===== src/hw/rtl/bfha_pkg.sv =====
`timescale 1ns / 1ps
package bfha_pkg;

  // heap geometry
  localparam int unsigned HeapBytes   = 4096;
  localparam int unsigned HeaderBytes = 4;
  localparam int unsigned SplitMin    = 5;

  localparam int unsigned Hdr   = (HeaderBytes + 1) & ~1;
  localparam int unsigned Span  = HeapBytes & ~1;
  localparam int unsigned Slots = HeapBytes / 2;

  localparam int unsigned HW  = 13;             // header width
  localparam int unsigned OW  = 14;             // walk offset width, room for overshoot
  localparam int unsigned IW  = $clog2(Slots);  // header store index width

  localparam logic [HW-1:0] InitHdr = HW'(Span - Hdr);

  // result codes
  localparam logic [2:0] StOk      = 3'd0;
  localparam logic [2:0] StZero    = 3'd1;
  localparam logic [2:0] StTooBig  = 3'd2;
  localparam logic [2:0] StOom     = 3'd3;
  localparam logic [2:0] StNoFit   = 3'd4;
  localparam logic [2:0] StRange   = 3'd5;
  localparam logic [2:0] StInvalid = 3'd6;
  localparam logic [2:0] StFreed   = 3'd7;

  localparam logic CmdAlloc = 1'b0;
  localparam logic CmdFree  = 1'b1;

  typedef struct packed {
    logic        cmd;
    logic [11:0] req_size;
    logic [11:0] release_offset;
  } in_word_t;

  typedef struct packed {
    logic [2:0]  status;
    logic [11:0] payload_offset;
    logic [11:0] free_bytes;
  } out_word_t;

  // classified request handed from front to back
  typedef struct packed {
    logic          cmd;
    logic [2:0]    pre;     // early reject code, StOk if none
    logic [11:0]   req;
    logic [HW-1:0] need;    // size rounded up to even
    logic [OW-1:0] target;  // header offset of chunk to free
  } job_t;

endpackage


===== src/hw/rtl/bfha_front.sv =====
`timescale 1ns / 1ps
module bfha_front (
  input  logic              clk_i,
  input  logic              rst_ni,
  input  logic              in_valid_i,
  output logic              in_stall_o,
  input  bfha_pkg::in_word_t in_word_i,
  output logic              job_valid_o,
  input  logic              job_pop_i,
  output bfha_pkg::job_t    job_o
);
  import bfha_pkg::*;

  job_t       cls;
  job_t       q_q [2];
  logic       wp_q, rp_q;
  logic [1:0] cnt_q;
  logic       push, pop;

  // classify
  always_comb begin
    cls.cmd    = in_word_i.cmd;
    cls.req    = in_word_i.req_size;
    cls.need   = (HW'(in_word_i.req_size) + HW'(1)) & ~HW'(1);
    cls.target = OW'(in_word_i.release_offset) - OW'(Hdr);
    cls.pre    = StOk;
    if (in_word_i.cmd == CmdAlloc) begin
      if (in_word_i.req_size == '0) cls.pre = StZero;
    end else begin
      if (OW'(in_word_i.release_offset) < OW'(Hdr) ||
          OW'(in_word_i.release_offset) > OW'(Span)) cls.pre = StRange;
    end
  end

  assign in_stall_o  = (cnt_q == 2'd2);
  assign push        = in_valid_i && !in_stall_o;
  assign pop         = job_pop_i && (cnt_q != 2'd0);
  assign job_valid_o = (cnt_q != 2'd0);
  assign job_o       = q_q[rp_q];

  always_ff @(posedge clk_i) begin
    if (push) q_q[wp_q] <= cls;
  end

  always_ff @(posedge clk_i or negedge rst_ni) begin
    if (!rst_ni) begin
      wp_q  <= 1'b0;
      rp_q  <= 1'b0;
      cnt_q <= 2'd0;
    end else begin
      if (push) wp_q <= ~wp_q;
      if (pop)  rp_q <= ~rp_q;
      cnt_q <= cnt_q + {1'b0, push} - {1'b0, pop};
    end
  end

endmodule


===== config.mk =====
export PLATFORM = sky130hd
export DESIGN_NAME = bfha_front
export DESIGN_NICKNAME = d
export VERILOG_FILES = /design/src/hw/rtl/bfha_pkg.sv /design/src/hw/rtl/bfha_front.sv
export SDC_FILE = /design/constraint.sdc
export NUM_CORES = 1
export LEC_CHECK = 0
export BUFFER_PORTS_ARGS = -buffer_cell sky130_fd_sc_hd__buf_2
export CORE_AREA = 2 2 84 86
export CTS_BUF_LIST = sky130_fd_sc_hd__clkbuf_8
export DETAILED_ROUTE_END_ITERATION = 6
export DIE_AREA = 0 0 86 88
export PLACE_DENSITY = 0.78
export SYNTH_ARGS = -nofsm -noshare
export SYNTH_HDL_FRONTEND = slang
export SYNTH_SLANG_ARGS = --single-unit

===== constraint.sdc =====
create_clock -name clk_i -period 3.9 [get_ports clk_i]
set_input_delay 0.195 -clock clk_i [delete_from_list [all_inputs] [get_ports clk_i]]
set_output_delay 0.195 -clock clk_i [all_outputs]
set_load 0.005 [all_outputs]

==> metrics.md <==
| Metric | Value |
|---|---|
| Crit path kind | `reg2out` |
| First-pass GRT wire length | `9.36 mm` |
| Measured slew at the worst slew-check pin | `1.14 ns` |
| Final period utilization | `53.8%` |
| Static Leak | `1.59 nW` |
| Root Buffer | `clkbuf_8` |
| Wire per inst | `16.4 um` |
| Share of layout cells above drive strength 1 | `35.4%` |
| Post-synthesis adder-cell area fraction | `1.76%` |
| Post-synthesis mux area share | `12.7%` |
| Yosys warnings | `0` |
| Reg clk slew, reported paths | `0.08 ns` |
| Max Freq | `476 MHz` |
| Clock latency on the worst-skew pair | `0.34 ns` |
| Cells after Synth | `213` |
| Status | `complete, no violations` |
| Worst EP arrival | `1.90 ns` |
| Hold WS | `0.0511 ns` |
| Period minus WS final | `2.10 ns` |
| Total grt overflow | `0` |
| Reg2reg setup slack | `1.95 ns` |
| Max-cap violations | `0` |
| Sequential share of the synthesized area | `70.3%` |
| Vias | `1975` |
| Critical-path top delay cell | `dfrtp_2` |
| CTS sink cnt | `84` |
| Final ANT Viol Nets | `0` |
| RSZ-0062 raised after global routing | `false` |
| Layout Cells excl Fill | `374` |
| Core area | `6640 um2` |
| Slew headroom | `23.5%` |
| HP Class | `in2reg` |
| Hold_sp | `in_word_i[0]` |
| Largest net degree at the start of global routing | `42` |
| Final HPWL DP | `3.97 mm` |
| Die H | `88 um` |
| Placed insts | `357` |
| Synth Area in XOR/XNOR | `5.41%` |
| Final Cell Area | `4200 um2` |
| Critical-path maximum fanout | `41` |
| Final slew viol count | `0` |
| RD Place Congestion | `0.722` |
| Post-Synth Simple-Gate Area | `7.17%` |
| Worst reg2reg startpoint | `cnt_q[1]` |
| H-tree depth | `3` |
| Setup_tns | `0 ns` |
| Crit. End Element | `primary output` |
| Largest family of logic cells by synthesized area | `multiplexers` |
| Clock buffer depth | `2` |
| CTS Buf Count | `9` |
| Synthesized flop and latch total | `84` |
| Skew final | `0.00516 ns` |
| Tot GR Track Use | `16.9%` |
| Worst R2R End | `q_q[0][19]` |
| Final wirelength | `6.12 mm` |
| Post-CTS setup buffer count | `0` |
| Final routed DRC violation total | `0` |
| Row Count | `30` |
| Syn Std Cell Area | `3560 um2` |
| Die Area | `7570 um2` |
| Iteration count of the initial detailed-routing pass | `4` |
| Starting Density | `53.6%` |
| Unique cell type count in the Yosys netlist | `29` |
| CP cell instances | `mux2_2 > buf_2` |
| Final Hold Viols | `0` |
| Synth Area in Compound Gates | `0.351%` |
| Vias in the first global route | `1890` |
| IO Port Bufs | `71` |
| R2R depth | `3` |
| Area grow syn2layout | `18.0%` |
| Post-synthesis area per instance | `16.7 um2` |
| Hold EP | `q_q[1][0]` |
| Utilization after layout | `63.2%` |
| PD cells | `643 nW/um2` |
| Placed Instance Area | `3980 um2` |
| Num ports | `74` |
| Final-report setup violation count | `0` |
| TritonCTS clock tree | `yes` |
| CP peak stage delay | `1.00 ns` |
| Drt initial violations | `78` |
| Critical Path RT | `3.70 ns` |
| VDD IR max | `0.270 mV` |
| Initial antenna violation count | `0` |
| Vias per cell | `5.28` |
| Die Width | `86 um` |
| WHS Path Cells | `1` |
| Nets | `323` |
| CP startpoint kind | `flip-flop` |
| ANT cells | `0` |
layout by cell type (no fill, tap or decap), types with 3 or more instances in the layout:
cell type,count
buf_2,71
clkbuf_8,9
dfrtp_1,3
edfxtp_1,80
ha_1,5
inv_1,11
mux2_1,29
mux2_2,11
nand2_1,8
nand3_1,6
nor2_1,6
nor3_1,6
nor4_1,4
xnor2_1,10
xor2_1,12
per-stage QoR:
step                      setup WS, ns  power [mW]
final                             1.80        2.70
after global routing              1.66        2.86
after CTS                         1.72        2.74
after detailed placement          1.92        2.10
after global placement            1.97        2.08
after floorplan                   1.19        1.78
metal layers:
metal	GRT usage [%]	wire length, um	share of wire, %
met1	21.4	2640	43
met2	27.2	3070	50
met3	3.58	274	4.5
met4	9.96	140	2.3
met5	0	0	0
cells in the mapped netlist (all sizes together):
library cell   n  area share [%]
mux2          40              13
xnor2         10             2.5
nand4          2            0.35
nand2          8            0.84
xor2          12             3.0
ha             5             1.8
clkbuf         1            0.11
o31ai          1            0.35
buf            7             1.2
nor4b          1            0.25
dfrtp          4             2.8
nor2           7            0.74
and3           1            0.18
or2            1            0.18
nor3b          1            0.35
nand2b         2            0.56
conb           1            0.11
inv            9            0.95
and2           1            0.18
nor3           7             1.1
edfxtp        80              67
nor4           5             1.3
nand3          7             1.1
registers in the layout, summed over array words and instances (netlist names):
name and cells:
wp_q 1, rp_q 1, q_q 80, cnt_q 2
cell type report:
type                            count  area (um2)
Clock buffer                        9         124
Clock inverter                      7        83.8
Fill cell                         506        2440
Tap cell                           80         100
Multi-Input combinational cell    113         990
Timing Repair Buffer               72         365
Inverter                            9        33.8
Sequential cell                    84        2500
power breakdown:
group	internal, mW	total (mW)	switching, mW
registers	1.24	1.38	0.135
logic	0.351	0.684	0.333
clock network	0.353	0.641	0.288
what timing repair did:
item / in CTS / in global routing
endpoints found under the hold margin: 4 / 0
hold buffers: 1 / 0
gates resized for setup: 0 / 0
cell families (layout without fill, tap and decap cells):
logic type                 after synthesis  in the layout
muxes                                   40             40
adders and majority gates                5              5
DFF                                     84             84
buffers and inverters                   17             97
xor gates and xnor gates                22             22
AOI/OAI and AO/OA                        1              1
other                                    1              2
and+or+nand+nor                         43             43
worst max path at each step:
stage / start / to / slack, ns / cells after the start
after detailed placement: cnt_q[1] / q_q[0][14] / 1.92 / 3
after CTS: rp_q / job_o[13] / 1.72 / 2
after floorplan: cnt_q[1] / q_q[0][0] / 1.19 / 3
after global placement: cnt_q[1] / q_q[0][27] / 1.97 / 3
final: rp_q / job_o[9] / 1.80 / 2
after global routing: rp_q / job_o[19] / 1.66 / 2
worst max-delay path: cells and delay by family, from the launching register on:
kind | cells | cell delay (ns)
buffers and inverters | 1 | 0.13
multiplexers | 1 | 0.42
flip-flops | 1 | 1.00
Note: power is estimated with default switching activity, not from simulation.
